**src/design/pbpa_pkg.sv**
```systemverilog
// Shared types and codes of the paged block pool allocator.
`timescale 1ns / 1ps

package pbpa_pkg;

   // Request kinds carried on tuser
   localparam logic CMD_ALLOC = 1'b0;
   localparam logic CMD_FREE  = 1'b1;

   // Result status codes
   localparam logic [1:0] STATUS_POOL      = 2'd0;
   localparam logic [1:0] STATUS_BACKING   = 2'd1;
   localparam logic [1:0] STATUS_EXHAUSTED = 2'd2;
   localparam logic [1:0] STATUS_NULL      = 2'd3;

   // Register indexes (byte address / 4)
   localparam logic [1:0] REG_BLOCK_BYTES     = 2'd0;
   localparam logic [1:0] REG_ALIGN_LOG2      = 2'd1;
   localparam logic [1:0] REG_BLOCKS_PER_PAGE = 2'd2;
   localparam logic [1:0] REG_BASE_ADDRESS    = 2'd3;

   // Field widths
   localparam int BLOCK_W     = 13;
   localparam int BPP_W       = 7;
   localparam int PAGE_BYTES_W = BLOCK_W + BPP_W;
   localparam int TOTAL_W     = 22;
   localparam int PIDX_W      = 3;

   localparam logic [BLOCK_W-1:0] BLOCK_MAX = 13'd4096;

   // Effective (clamped) pool geometry
   typedef struct packed {
      logic [BLOCK_W-1:0]      block_bytes;
      logic [BPP_W-1:0]        blocks_per_page;
      logic [31:0]             base_address;
      logic [PAGE_BYTES_W-1:0] page_bytes;
   } cfg_type;

endpackage

```
**src/design/pbpa_blkdiv.sv**
```systemverilog
// Restoring remainder unit: offset modulo block size, one quotient bit per cycle.
`timescale 1ns / 1ps

module pbpa_blkdiv #(
   parameter int STEPS = 6
) (
   input  logic                               clock,
   input  logic                               reset,
   input  logic                               start,
   input  logic [pbpa_pkg::PAGE_BYTES_W-1:0]  dividend,
   input  logic [pbpa_pkg::BLOCK_W-1:0]       divisor,
   output logic                               done,
   output logic [pbpa_pkg::PAGE_BYTES_W-1:0]  remainder
);

   localparam int DW   = pbpa_pkg::PAGE_BYTES_W;
   localparam int CNTW = $clog2(STEPS + 1);

   logic [DW-1:0]   rem_ff, rem_in;
   logic [DW-1:0]   dvs_ff, dvs_in;
   logic [CNTW-1:0] cnt_ff, cnt_in;
   logic            busy_ff, busy_in;
   logic            done_ff, done_in;

   // One compare and subtract against the shifted divisor per cycle
   always_comb begin
      rem_in  = rem_ff;
      dvs_in  = dvs_ff;
      cnt_in  = cnt_ff;
      busy_in = busy_ff;
      done_in = 1'b0;
      if (start) begin
         rem_in  = dividend;
         dvs_in  = DW'(divisor) << (STEPS - 1);
         cnt_in  = CNTW'(STEPS);
         busy_in = 1'b1;
      end else if (busy_ff) begin
         if (rem_ff >= dvs_ff) begin
            rem_in = rem_ff - dvs_ff;
         end
         dvs_in = dvs_ff >> 1;
         cnt_in = cnt_ff - 1'b1;
         if (cnt_ff == CNTW'(1)) begin
            busy_in = 1'b0;
            done_in = 1'b1;
         end
      end
   end

   always_ff @(posedge clock) begin
      if (reset) begin
         busy_ff <= 1'b0;
         done_ff <= 1'b0;
         cnt_ff  <= '0;
      end else begin
         busy_ff <= busy_in;
         done_ff <= done_in;
         cnt_ff  <= cnt_in;
      end
      rem_ff <= rem_in;
      dvs_ff <= dvs_in;
   end

   assign done      = done_ff;
   assign remainder = rem_ff;

endmodule

```
**config.mk**
```make
export PLATFORM = sky130hd
export DESIGN_NAME = pbpa_blkdiv
export DESIGN_NICKNAME = d
export VERILOG_FILES = /design/src/design/pbpa_pkg.sv /design/src/design/pbpa_blkdiv.sv
export SDC_FILE = /design/constraint.sdc
export NUM_CORES = 1
export LEC_CHECK = 0
export ABC_AREA = 1
export BUFFER_PORTS_ARGS = -buffer_cell sky130_fd_sc_hd__buf_2
export CORE_MARGIN = 5
export CORE_UTILIZATION = 47
export DETAILED_ROUTE_END_ITERATION = 10
export PLACE_DENSITY = 0.72
export SETUP_SLACK_MARGIN = 0.2
export SYNTH_ARGS = -nofsm -noshare
export SYNTH_HDL_FRONTEND = slang
export SYNTH_SLANG_ARGS = --single-unit
export TNS_END_PERCENT = 1
```
**constraint.sdc**
```tcl
create_clock -name clock -period 2.4 [get_ports clock]
set_input_delay 0.36 -clock clock [delete_from_list [all_inputs] [get_ports clock]]
set_output_delay 0.36 -clock clock [all_outputs]
set_load 0.02 [all_outputs]
```
### Yosys cells after proc, flatten, opt, wreduce, memory -nomap -nowiden

Cells that the tools add are included.

* register bits after elaboration: 43
* input port bits: 36
* output and inout bits: 21
* word-level logic and storage cells: 28

* add/sub/neg operators: 2
* $lt $le $gt $ge: 1
* eq/ne operators: 1
* multiplexer cells: 11
* bitwise logic cells: 1
* reduce and logical (&&, ||, !) cells: 5

Operators by type and width (count)
* $mux W20: 3
* $mux W18: 2
* $ge A20 B18 Y1: 1
* $sub A20 B18 Y20: 1
* $mux W3: 2
* $mux W1: 4
* $reduce_bool A2 Y1: 2
* $eq A3 B1 Y1 const B: 1
* $reduce_or A3 Y1: 1
* $sub A3 B1 Y3 const B: 1
* $reduce_and A2 Y1: 1
* $reduce_or A2 Y1: 1
* $not A1 Y1: 1

### Depth between registers and ports, before layout

* depth after elaboration: 4
* gate-level depth with buffers: 14

### Worst setup path before layout

Ideal clock, no wire load.

* kind: register -> register
* from: reg rem_ff[0], in the netlist remainder[0]
* to: reg rem_ff[0], in the netlist remainder[0], enable pin
* setup time: 0.384 ns
* arrival: 2.099 ns
* required time: 2.016 ns
* setup slack: -0.083 ns
* stages on the path, launching flop included: 13
* buffers on the path: 0
* clock period less this slack: 2.483 ns
* path through: edfxtp_1 -> inv_1 -> ha_1 -> inv_1 -> fa_1 -> nand2_1 -> nand3_1 -> nand3_1 -> nand2_2 -> nand2_2 -> nand3_1 -> nand2_1 -> a21oi_2

* longest elaborated chain between the ends: 3

RTL lines
* from (decl): line pbpa_blkdiv.sv:19 `logic [DW-1:0] rem_ff, rem_in;`
* from (signal assigned): line pbpa_blkdiv.sv:60 `rem_ff <= rem_in;`
* $ge A20 B18 Y1: line pbpa_blkdiv.sv:38 `if (rem_ff >= dvs_ff) begin`
* $reduce_bool A2 Y1 (no source line)
* $reduce_and A2 Y1 (no source line)

Every way passes these cells.
A chain may end at the register's enable or synchronous reset.

### Final worst setup path

* from: reg rem_ff[0], in the netlist remainder[0]
* to: reg rem_ff[1], in the netlist remainder[1], enable pin

The elaborated chain is that of the path after synthesis.

==> impl_metrics.py <==
metrics = {
    "critical_path": {
        "r2r_slack_ps": 210,
        "critPathKind": "reg2reg",
        "r2r-start": "remainder[0]",
        "critPathArrivalTime_ps": 2260,
        "cp.required_ps": 2470,
        "cp_cell_sequence": "inv_1, ha_2, inv_2, fa_2, nand2_2, nand3_2, nand3_2, nand2_2, nand2_2, nand3_2, nand2_4, a21oi_4, clkbuf_16",
        "cp_max_fo": 5,
        "critPathMaxStageDelay_ps": 400,
        "endpoint_kind": "register",
        "cp-start-kind": "register",
        "startpoint": "remainder[0]",
        "r2r_cells": 13,
        "cp_slowest_cell": "edfxtp_1",
        "worst_r2r_endpoint": "remainder[1]",
    },
    "cells_and_area": {
        "postLayoutCoreUtil": 0.594,
        "stdcell_area_sq_um": 3750,
        "antennaDiodeCount": 0,
        "drive_gt1_frac": 0.232,
        "fin_nets": 547,
        "area_growth_pct": 24.1,
        "fill_cells": 605,
    },
    "place": {
        "gp_congestion": 0.942,
        "dp_hpwl_microns": 5920,
        "port-buffer-count": 56,
        "place_area_sq_um": 3520,
    },
    "cts": {
        "clkLatencyLatePin_ps": 300,
        "hold_buffers": 0,
        "cts.clk_slew.worst_paths_ps": 80,
        "clockRootBuffer": "clkbuf_8",
        "cts-htree-levels": 2,
        "cts_tree": "yes",
        "cts.sinks": 43,
        "cts_buffer_depth": 2,
        "cts_inserted_buffers": 5,
    },
    "hold_path": {
        "min-delay-start": "reset",
        "hold_depth": 2,
        "hp-class": "in2reg",
        "hold_path_end": "busy_ff",
    },
    "pwr": {
        "pwr-share-clk": 0.146,
        "pwr-share-comb": 0.522,
        "p_leak_nw": 1.87,
        "p_switching_mw": 1.32,
        "power_frac_seq": 0.332,
        "p_per_area_nw_per_um2": 827,
        "vdd_drop_max_mv": 0.430,
        "p_total_mw": 3.10,
        "p_int_mw": 1.78,
        "swShare": 0.426,
    },
    "drt": {
        "drt_iter0_drc": 269,
        "vias": 2941,
        "via_per_inst": 5.18,
        "ant_nets": 0,
        "wl_microns": 7850,
        "firstDrtPassIters": 5,
        "avgRoutedWirePerCell_microns": 13.8,
        "drc": 0,
    },
    "global_routing": {
        "grt_overflow": 0,
        "gr-usage-all-layers": 0.194,
        "grt_pass1_wl_microns": 13200,
        "grt_max_degree": 20,
        "antenna_found_initial": 0,
        "grt_pass1_vias": 3002,
    },
    "floorplanning": {
        "rows": 29,
        "die_y_microns": 90.2,
        "core-area_sq_um": 6310,
        "ios": 57,
        "die_area_sq_um": 8140,
        "die_w_microns": 90.2,
        "start_util": 0.479,
    },
    "synthesis": {
        "synth_nets": 474,
        "yosysSeqAreaShare": 0.394,
        "ys_async_sr_fraction": 0,
        "ys.flop_type": "edfxtp_1",
        "syn_inst": 417,
        "ys_ff_latch": 43,
        "yosys.area.top_type_share": 0.328,
        "yosysTopAreaCell": "edfxtp_1",
        "yosysMostFrequentCell": "nand2_1",
        "synth_area_sq_um": 3020,
        "synth_warnings": 0,
        "synth_edf_count": 33,
        "yosysUniqueCellTypes": 32,
        "synth.avg_cell_area_sq_um": 7.25,
        "synth.area.top_cells": "edfxtp_1, nand2_1, inv_1, ha_1, dfxtp_1",
        "synth_commonest_cells": "nand2_1, inv_1, edfxtp_1, nand3_1, o21ai_0",
    },
    "timing": {
        "grt_setup_unrepaired": "yes",
        "hold_violations": 0,
        "fin_skew_ps": 5.65,
        "slew-limit-headroom": 0.505,
        "final_max_slew_viol_count": 0,
        "fin_crit_ps": 2190,
        "timing.fmax_ghz": 0.456,
        "period_share": 0.913,
        "worstMarginPinSlew_ps": 741,
        "final-setup-viol-count": 0,
    },
    "outcome": {
        "status": "completed",
    },
    "job": {
        "drv_cap": 0,
    },
}
## stage by stage
stage / hold slack (ps) / instances / TNS [ps] / worst slack [ps]
6_report: 270 / 568 / 0 / 209
4_1_cts: 270 / 562 / 0 / 199
5_1_grt: 270 / 568 / 0 / 106
2_1_floorplan: 429 / 417 / 0 / 176
3_5_place_dp: 473 / 551 / -910 / -46.1
3_3_place_gp: 456 / 551 / 0 / 32.9
## cell families (layout without fill, tap and decap cells)
logic type / after synthesis / count (layout) / share of synthesized area
adder cells (fa/ha/maj): 21 / 21 / 0.0894
XOR/XNOR: 2 / 2 / 0.00579
flip-flops: 43 / 43 / 0.394
AND/OR/NAND/NOR: 224 / 224 / 0.322
buffers and inverters: 76 / 149 / 0.0964
AO/OA/AOI/OAI: 51 / 52 / 0.0923
## power groups by stage
| stage | registers, mW | clock network [mW] | logic [mW] |
|---|---|---|---|
| 5_1_grt | 1.05 | 0.493 | 1.82 |
| 3_5_place_dp | 1.05 | 0 | 1.53 |
| 6_report | 1.03 | 0.452 | 1.62 |
| 4_1_cts | 1.03 | 0.462 | 1.57 |
| 2_1_floorplan | 1.15 | 0 | 1.01 |
| 3_3_place_gp | 1.04 | 0 | 1.50 |
## worst max path at each step
stage | slack, ps | end
after floorplan | 180 | remainder[0]
after global placement | 30 | remainder[4]
after detailed placement | -50 | remainder[4]
after CTS | 200 | remainder[17]
after global routing | 110 | remainder[1]
final | 210 | remainder[1]
## layout make-up
class / count / area, sq um / share of cell area
timing repair buffer: 72 / 443 / 0.118
tap: 77 / 96.3 / 0.0257
clock buffer: 8 / 80.1 / 0.0213
multi-input combinational: 299 / 1680 / 0.448
sequential: 43 / 1190 / 0.317
inverter: 69 / 259 / 0.0690
## worst max-delay path: cells and delay by family, from the launching register on
family | cells | cell delay, ps
buf+inv | 3 | 320
fa+ha+maj | 2 | 540
flops | 1 | 400
simple gates | 7 | 630
compound gates | 1 | 80
## cell usage in the layout (no fill, tap or decap), types with 3 or more instances in the layout
cell | synthesis | routed
a21oi_2 | 2 | 3
nor2_1 | 16 | 16
dfxtp_1 | 10 | 10
inv_1 | 68 | 67
o21ai_0 | 22 | 22
nand2_2 | 9 | 10
a21oi_1 | 18 | 16
clkbuf_8 | 0 | 5
buf_2 | 5 | 56
ha_1 | 20 | 13
buf_4 | 0 | 13
clkbuf_1 | 2 | 3
nand3b_1 | 4 | 4
o22ai_1 | 4 | 4
nand3_1 | 30 | 27
nand3_2 | 0 | 3
edfxtp_1 | 33 | 33
nand2_1 | 146 | 144
nor3_1 | 5 | 4
ha_4 | 0 | 6
nor2_2 | 3 | 3
## routing by layer
layer / GRT usage / vias up / share of wire
met2: 0.323 / 125 / 0.47
met5: 0 / - / 0
met3: 0.0459 / 15 / 0.075
met4: 0.0682 / 0 / 0.018
met1: 0.245 / 1318 / 0.44
li1: - / 1483 / -
## flip-flops by register name, indices dropped and copies added (netlist names)
name / flops
dvs_ff: 18
remainder: 20
busy_ff: 1
done: 1
cnt_ff: 3
## timing repair
item / CTS / global route
pin swaps: 1 / 3
gates cloned: 1 / 1
setup endpoints to repair: 20 / 24
gates resized for setup: 3 / 5
buffers inserted: 2 / 5
No activity file was read; power rests on OpenSTA's default activity.
