File: src/design/pbpa_pkg.sv
// Shared types and codes of the paged block pool allocator.
`timescale 1ns / 1ps

package pbpa_pkg;

   // Request kinds carried on tuser
   localparam logic CMD_ALLOC = 1'b0;
   localparam logic CMD_FREE  = 1'b1;

   // Result status codes
   localparam logic [1:0] STATUS_POOL      = 2'd0;
   localparam logic [1:0] STATUS_BACKING   = 2'd1;
   localparam logic [1:0] STATUS_EXHAUSTED = 2'd2;
   localparam logic [1:0] STATUS_NULL      = 2'd3;

   // Register indexes (byte address / 4)
   localparam logic [1:0] REG_BLOCK_BYTES     = 2'd0;
   localparam logic [1:0] REG_ALIGN_LOG2      = 2'd1;
   localparam logic [1:0] REG_BLOCKS_PER_PAGE = 2'd2;
   localparam logic [1:0] REG_BASE_ADDRESS    = 2'd3;

   // Field widths
   localparam int BLOCK_W     = 13;
   localparam int BPP_W       = 7;
   localparam int PAGE_BYTES_W = BLOCK_W + BPP_W;
   localparam int TOTAL_W     = 22;
   localparam int PIDX_W      = 3;

   localparam logic [BLOCK_W-1:0] BLOCK_MAX = 13'd4096;

   // Effective (clamped) pool geometry
   typedef struct packed {
      logic [BLOCK_W-1:0]      block_bytes;
      logic [BPP_W-1:0]        blocks_per_page;
      logic [31:0]             base_address;
      logic [PAGE_BYTES_W-1:0] page_bytes;
   } cfg_type;

endpackage

File: src/design/pbpa_csr.sv
// Register file on the APB-style port, with clamping of the pool geometry.
`timescale 1ns / 1ps

module pbpa_csr #(
   parameter int MAX_PAGE_BLOCKS = 64
) (
   input  logic                  clock,
   input  logic                  reset,
   input  logic                  psel,
   input  logic                  penable,
   input  logic                  pwrite,
   input  logic [3:0]            paddr,
   input  logic [31:0]           pwdata,
   output logic [31:0]           prdata,
   output logic                  pready,
   output pbpa_pkg::cfg_type     cfg,
   output logic                  restart
);

   localparam int BW = pbpa_pkg::BLOCK_W;
   localparam int PW = pbpa_pkg::BPP_W;
   localparam logic [PW-1:0] BPP_CAP =
      (MAX_PAGE_BLOCKS > 127) ? PW'(127) : PW'(MAX_PAGE_BLOCKS);

   logic [BW-1:0] block_bytes_ff;
   logic [3:0]    align_log2_ff;
   logic [PW-1:0] bpp_ff;
   logic [31:0]   base_ff;
   logic [pbpa_pkg::PAGE_BYTES_W-1:0] page_bytes_ff;

   logic [BW-1:0] eff_block;
   logic [PW-1:0] eff_bpp;
   logic          wr_strobe;
   logic [1:0]    reg_idx;

   assign wr_strobe = psel & penable & pwrite;
   assign reg_idx   = paddr[3:2];
   assign pready    = 1'b1;
   assign restart   = wr_strobe;

   // Register writes
   always_ff @(posedge clock) begin
      if (reset) begin
         block_bytes_ff <= BW'(64);
         align_log2_ff  <= 4'd3;
         bpp_ff         <= PW'(32);
         base_ff        <= '0;
      end else if (wr_strobe) begin
         case (reg_idx)
            pbpa_pkg::REG_BLOCK_BYTES:     block_bytes_ff <= pwdata[BW-1:0];
            pbpa_pkg::REG_ALIGN_LOG2:      align_log2_ff  <= pwdata[3:0];
            pbpa_pkg::REG_BLOCKS_PER_PAGE: bpp_ff         <= pwdata[PW-1:0];
            pbpa_pkg::REG_BASE_ADDRESS:    base_ff        <= pwdata;
            default: ;
         endcase
      end
      // page size is registered from the clamped registers and follows them in the next cycle
      page_bytes_ff <= pbpa_pkg::PAGE_BYTES_W'(eff_block) *
                       pbpa_pkg::PAGE_BYTES_W'(eff_bpp);
   end

   // Clamp to the legal ranges
   always_comb begin
      if (block_bytes_ff == '0) begin
         eff_block = BW'(1);
      end else if (block_bytes_ff > pbpa_pkg::BLOCK_MAX) begin
         eff_block = pbpa_pkg::BLOCK_MAX;
      end else begin
         eff_block = block_bytes_ff;
      end
      if (bpp_ff == '0) begin
         eff_bpp = PW'(1);
      end else if (bpp_ff > BPP_CAP) begin
         eff_bpp = BPP_CAP;
      end else begin
         eff_bpp = bpp_ff;
      end
   end

   // Read-back of the raw registers
   always_comb begin
      case (reg_idx)
         pbpa_pkg::REG_BLOCK_BYTES:     prdata = 32'(block_bytes_ff);
         pbpa_pkg::REG_ALIGN_LOG2:      prdata = 32'(align_log2_ff);
         pbpa_pkg::REG_BLOCKS_PER_PAGE: prdata = 32'(bpp_ff);
         pbpa_pkg::REG_BASE_ADDRESS:    prdata = base_ff;
         default:                       prdata = '0;
      endcase
   end

   assign cfg.block_bytes     = eff_block;
   assign cfg.blocks_per_page = eff_bpp;
   assign cfg.base_address    = base_ff;
   assign cfg.page_bytes      = page_bytes_ff;

endmodule

File: config.mk
export PLATFORM = sky130hd
export DESIGN_NAME = pbpa_csr
export DESIGN_NICKNAME = d
export VERILOG_FILES = /design/src/design/pbpa_pkg.sv /design/src/design/pbpa_csr.sv
export SDC_FILE = /design/constraint.sdc
export NUM_CORES = 1
export LEC_CHECK = 0
export BUFFER_PORTS_ARGS = -buffer_cell sky130_fd_sc_hd__buf_4
export CAP_MARGIN = 25
export CORE_ASPECT_RATIO = 0.7
export CORE_MARGIN = 3
export CORE_UTILIZATION = 59
export CTS_CLUSTER_DIAMETER = 100
export DETAILED_ROUTE_END_ITERATION = 12
export GPL_TIMING_DRIVEN = 0
export PLACE_DENSITY = 0.88
export SKIP_CTS_REPAIR_TIMING = 1
export SYNTH_ARGS = -nofsm -noshare
export SYNTH_HDL_FRONTEND = slang
export SYNTH_SLANG_ARGS = --single-unit
File: constraint.sdc
create_clock -name clock -period 9.98 [get_ports clock]
set_clock_uncertainty 0.1 [all_clocks]
set_input_delay 2.994 -clock clock [delete_from_list [all_inputs] [get_ports clock]]
set_output_delay 2.994 -clock clock [all_outputs]
set_load 0.02 [all_outputs]
======== Yosys cells after proc, flatten, opt, wreduce, memory -nomap -nowiden ========
Index checks and enable logic that the tools add are counted.
cells by class
  multipliers ............................. 1
  $lt $le $gt $ge ......................... 2
  equal/unequal tests ..................... 3
  mux-type cells .......................... 5
  bitwise logic cells ..................... 2
  reductions and logical operators ........ 7
operator list
  cell                  count
  $pmux 32 s4           1
  $mux 13               2
  $mul 13x7->20         1
  $mux 7                2
  $gt 13x13->1 const B  1
  $logic_not 13->1      1
  $reduce_and 2->1      4
  $gt 7x7->1 const B    1
  $logic_not 7->1       1
  $eq 2x2->1 const B    2
  $and 1x1->1           2
  $eq 2x1->1 const B    1
  $logic_not 2->1       1
word-level totals
  register bits ........................... 76

======== Longest topological paths before layout ========
  word-level depth ........................ 4
  gate-level depth with buffers ........... 19
  gate-level depth less buffers ........... 18

======== Least setup slack after synthesis ========
No wires, ideal clock.
  path type ............................... input -> output
  start point ............................. in paddr[2]
  end point ............................... out prdata[3]
  arrival ................................. 3.832 ns
  required time ........................... 6.886 ns
  setup slack ............................. 3.054 ns
  stages on the path ...................... 3
  path buffers ............................ 2
  cells stage by stage .................... buf_2 -> clkbuf_1 -> mux4_2
on the way
  cells in the longest elaborated chain, start to end .. 2
  elaborated cells on any way between the ends .. 5
  those cells by class .................... eq/ne (3); mux (1); reduce/logical (1)
ends and longest elaborated chain
  what                                line            source
  start, declared                     pbpa_csr.sv:12  input logic [3:0] paddr,
  $eq 2x2->1 (tied with other cells)  pbpa_csr.sv:82  case (reg_idx)
  $pmux 32 s4 *                       pbpa_csr.sv:82
  end, declared                       pbpa_csr.sv:14  output logic [31:0] prdata,
Mark *: on every way between the ends. The rest lies on a longest branch, timed or not.

======== Worst setup path after layout ========
Same ends and word-level chain as after synthesis.

==> results.md <==
* Via count at 5,614
* Number of global-route vias before repair at 5,627
* Pins Over Slew Limit at 0
* Most numerous cell in the Yosys netlist: nand2_1
* Arrival @ worst endpoint at ~4.3 ns
* Post-route clock period utilization at 74.5%
* CTS Buf Count at 9
* Drt total wl at around 17,000 um
* Via density at between 5 and 6
* Nets at 983
* Fmax achieved at roughly 130 MHz
* Slowest-stage cell, CP: clkbuf_1
* CP top delay family: buffers and inverters
* Register area share after synthesis at a little over a quarter
* Setup Viol. Count Final at 0
* Critical path endpoint category: primary output
* Startpoint Class: input pin
* ANT nets after route at 0
* Core ar. at 0.00929 mm2
* Required @ worst endpoint at slightly below 7 ns
* # Max-Cap Violations at 0
* Post-synth ARST share at 0%
* DR pass1 iterations at 5
* Die Ht at 88.7 um
* Die span in x at ~120 um
* Post-synth top area share at roughly a quarter
* Synthesis-stage register bit count at 76
* Syn_area_per_cell at 8.26 um2
* Post-Place Setup Slack at between 2 and 3 ns
* H-tree depth at 3
* Cells after Synth at 697
* Synth Warn # at 0
* Final hold vios at 0
* First-pass GRT wire length at 27,300 um
* Cell area after synthesis at ~0.0058 mm2
* Worst-path clk slew at ~0.06 ns
* Initial antenna violation count at 0
* Synth area leader: dfxtp_1
* Share of layout cells above drive strength 1 at 21.5%
* Final period demand of the worst path at between 7 and 8 ns
* Status: completed
* Gpl congestion at a little over 0.9
* Synthesized net count at a little over 800
* CP max stage delay at around 0.41 ns
* Relative slew slack at a little under three fifths
* Worst-path fanout max at 10
* Synth unique cells at 54
* Crit path buf inv count at 4
* Root Buffer: clkbuf_16
* GR Util All Layers at between 30% and 40%
* Clock Sink Count at 76
* Pwr per Cell Area at 102 mW/mm2
* CP dominant cell by count: buf_4
* Worst skew pair latency at around 0.35 ns
* Total congestion overflow at 0
* Post-DR wirelength/cell at between 15 and 20 um
* Starting Density at between 60% and 70%
* RSZ-0062 raised after global routing: no
* I/O pin cnt at roughly 150
* Area contributors post-synth: dfxtp_1, fa_1, nand2_1
* Port bufs at 142
* TritonCTS clock tree: built
* DRC violations left at 0
* Critical path, cell by cell: buf_4, buf_2, clkbuf_1, mux4_2, buf_4
* Row count at 29
* Setup TNS at 0 ns
* Area Overhead vs Synth at 26.8%
* Leak at about 3.7 nW
* Post-DP HPWL at about 13,000 um
* DIE AREA at around 0.011 mm2
* Hold WC Path Type: reg -> reg
* Clock buffer depth at 2
* Setup WS post-layout at about 2.5 ns
* Number of synthesized flops with an enable pin at 0
* Starting DRT DRC Count at just over 500
* Top_reg_cell synth: dfxtp_1
* Peak supply drop at ~0.095 mV
* Antenna cell count at 0
* Largest net degree at the start of global routing at 15
* Worst Setup Path Type: in -> out
* Least-Margin Pin Slew at roughly 0.67 ns
* Final core utilization at between 70 and 80%
* Post-synth top cells: nand2_1, inv_1, dfxtp_1
==> logic make-up (layout without fill, tap and decap cells) <==
| logic type | Yosys count | after routing | share of synthesized area (%) |
|---|---|---|---|
| buffers and inverters | 118 | 276 | 7.97 |
| other | 1 | 1 | 0.0651 |
| adders and majority gates | 92 | 92 | 27.0 |
| muxes | 16 | 16 | 3.74 |
| xor gates and xnor gates | 15 | 15 | 2.28 |
| and+or+nand+nor | 271 | 271 | 21.0 |
| DFF | 76 | 76 | 26.4 |
| AOI/OAI and AO/OA | 108 | 108 | 11.5 |
==> flip-flops by register name (all words and copies together), names as in the netlist <==
name and count:
align_log2_ff 4, base_ff 32, block_bytes_ff 13, bpp_ff 7, page_bytes_ff 20
==> cell type report <==
type / count / area, um2
Tap cell: 124 / 155
Sequential cell: 76 / 1520
Multi-Input combinational cell: 503 / 3780
Buffer: 38 / 159
Inverter: 80 / 300
Clock buffer: 10 / 229
Timing Repair Buffer: 142 / 1070
Fill cell: 646 / 1990
Clock inverter: 6 / 93.8
==> metal layers <==
layer / share of wire (%) / up-vias / GRT usage (%) / routed length, um
li1: - / 2549 / - / -
met1: 41 / 2716 / 42.2 / 6890
met2: 47 / 296 / 51.7 / 7870
met3: 9.6 / 53 / 9.33 / 1610
met4: 2.7 / 0 / 9.94 / 452
met5: 0 / - / 0 / 0
==> power breakdown <==
part / internal (mW) / switching [mW] / leakage [nW]
registers: 0.308 / 0.00303 / 0.614
logic: 0.0304 / 0.0440 / 2.93
clock network: 0.222 / 0.140 / 0.154
total: 0.560 / 0.187 / 3.70
==> worst paths after layout <==
kind | from | endpoint | slack, ns | cells past startpoint
worst max register to register | bpp_ff[6] | page_bytes_ff[18] | 4.25 | 18
worst min register to register | base_ff[22] | base_ff[22] | 0.37 | 2
worst min-delay path | base_ff[22] | base_ff[22] | 0.37 | 2
worst max-delay path | paddr[2] | prdata[3] | 2.54 | 5
==> metrics by stage <==
step	power (mW)	instance area [um2]	std cells	hold WS [ns]
finish	0.748	7300	979	0.373
global route	0.765	7300	979	0.399
CTS	0.747	7300	979	0.374
detailed placement	0.390	6980	963	0.365
global placement	0.388	6980	963	0.356
floorplan	0.356	5760	697	0.346
==> cell usage in the layout (no fill, tap or decap), drive strengths merged, types with 4 or more instances in the layout <==
cell / count
xnor2: 7
mux2i: 8
dfxtp: 76
a21o: 5
a21oi: 64
o21bai: 4
clkbuf: 38
ha: 38
fa: 54
nor2: 58
inv: 82
and3: 20
mux2: 4
and2: 14
nand2: 142
buf: 152
nand2b: 16
o21ai: 11
xor2: 8
a22o: 9
nor2b: 4
mux4: 4
==> worst register-to-register path, stage by stage, from the launching register on <==
cell and delay (ns):
dfxtp_1 0.36, clkbuf_1 0.33, nand2b_1 0.16, clkbuf_1 0.42, inv_1 0.27, nand2_1 0.17
fa_1 0.45, fa_1 0.55, inv_1 0.06, fa_1 0.53, inv_1 0.06, fa_1 0.52
inv_1 0.04, ha_1 0.21, a2111oi_0 0.40, o21ai_0 0.29, a31oi_1 0.36, o21ai_0 0.16
xor2_1 0.16
Note: power is estimated with default switching activity, not from simulation.
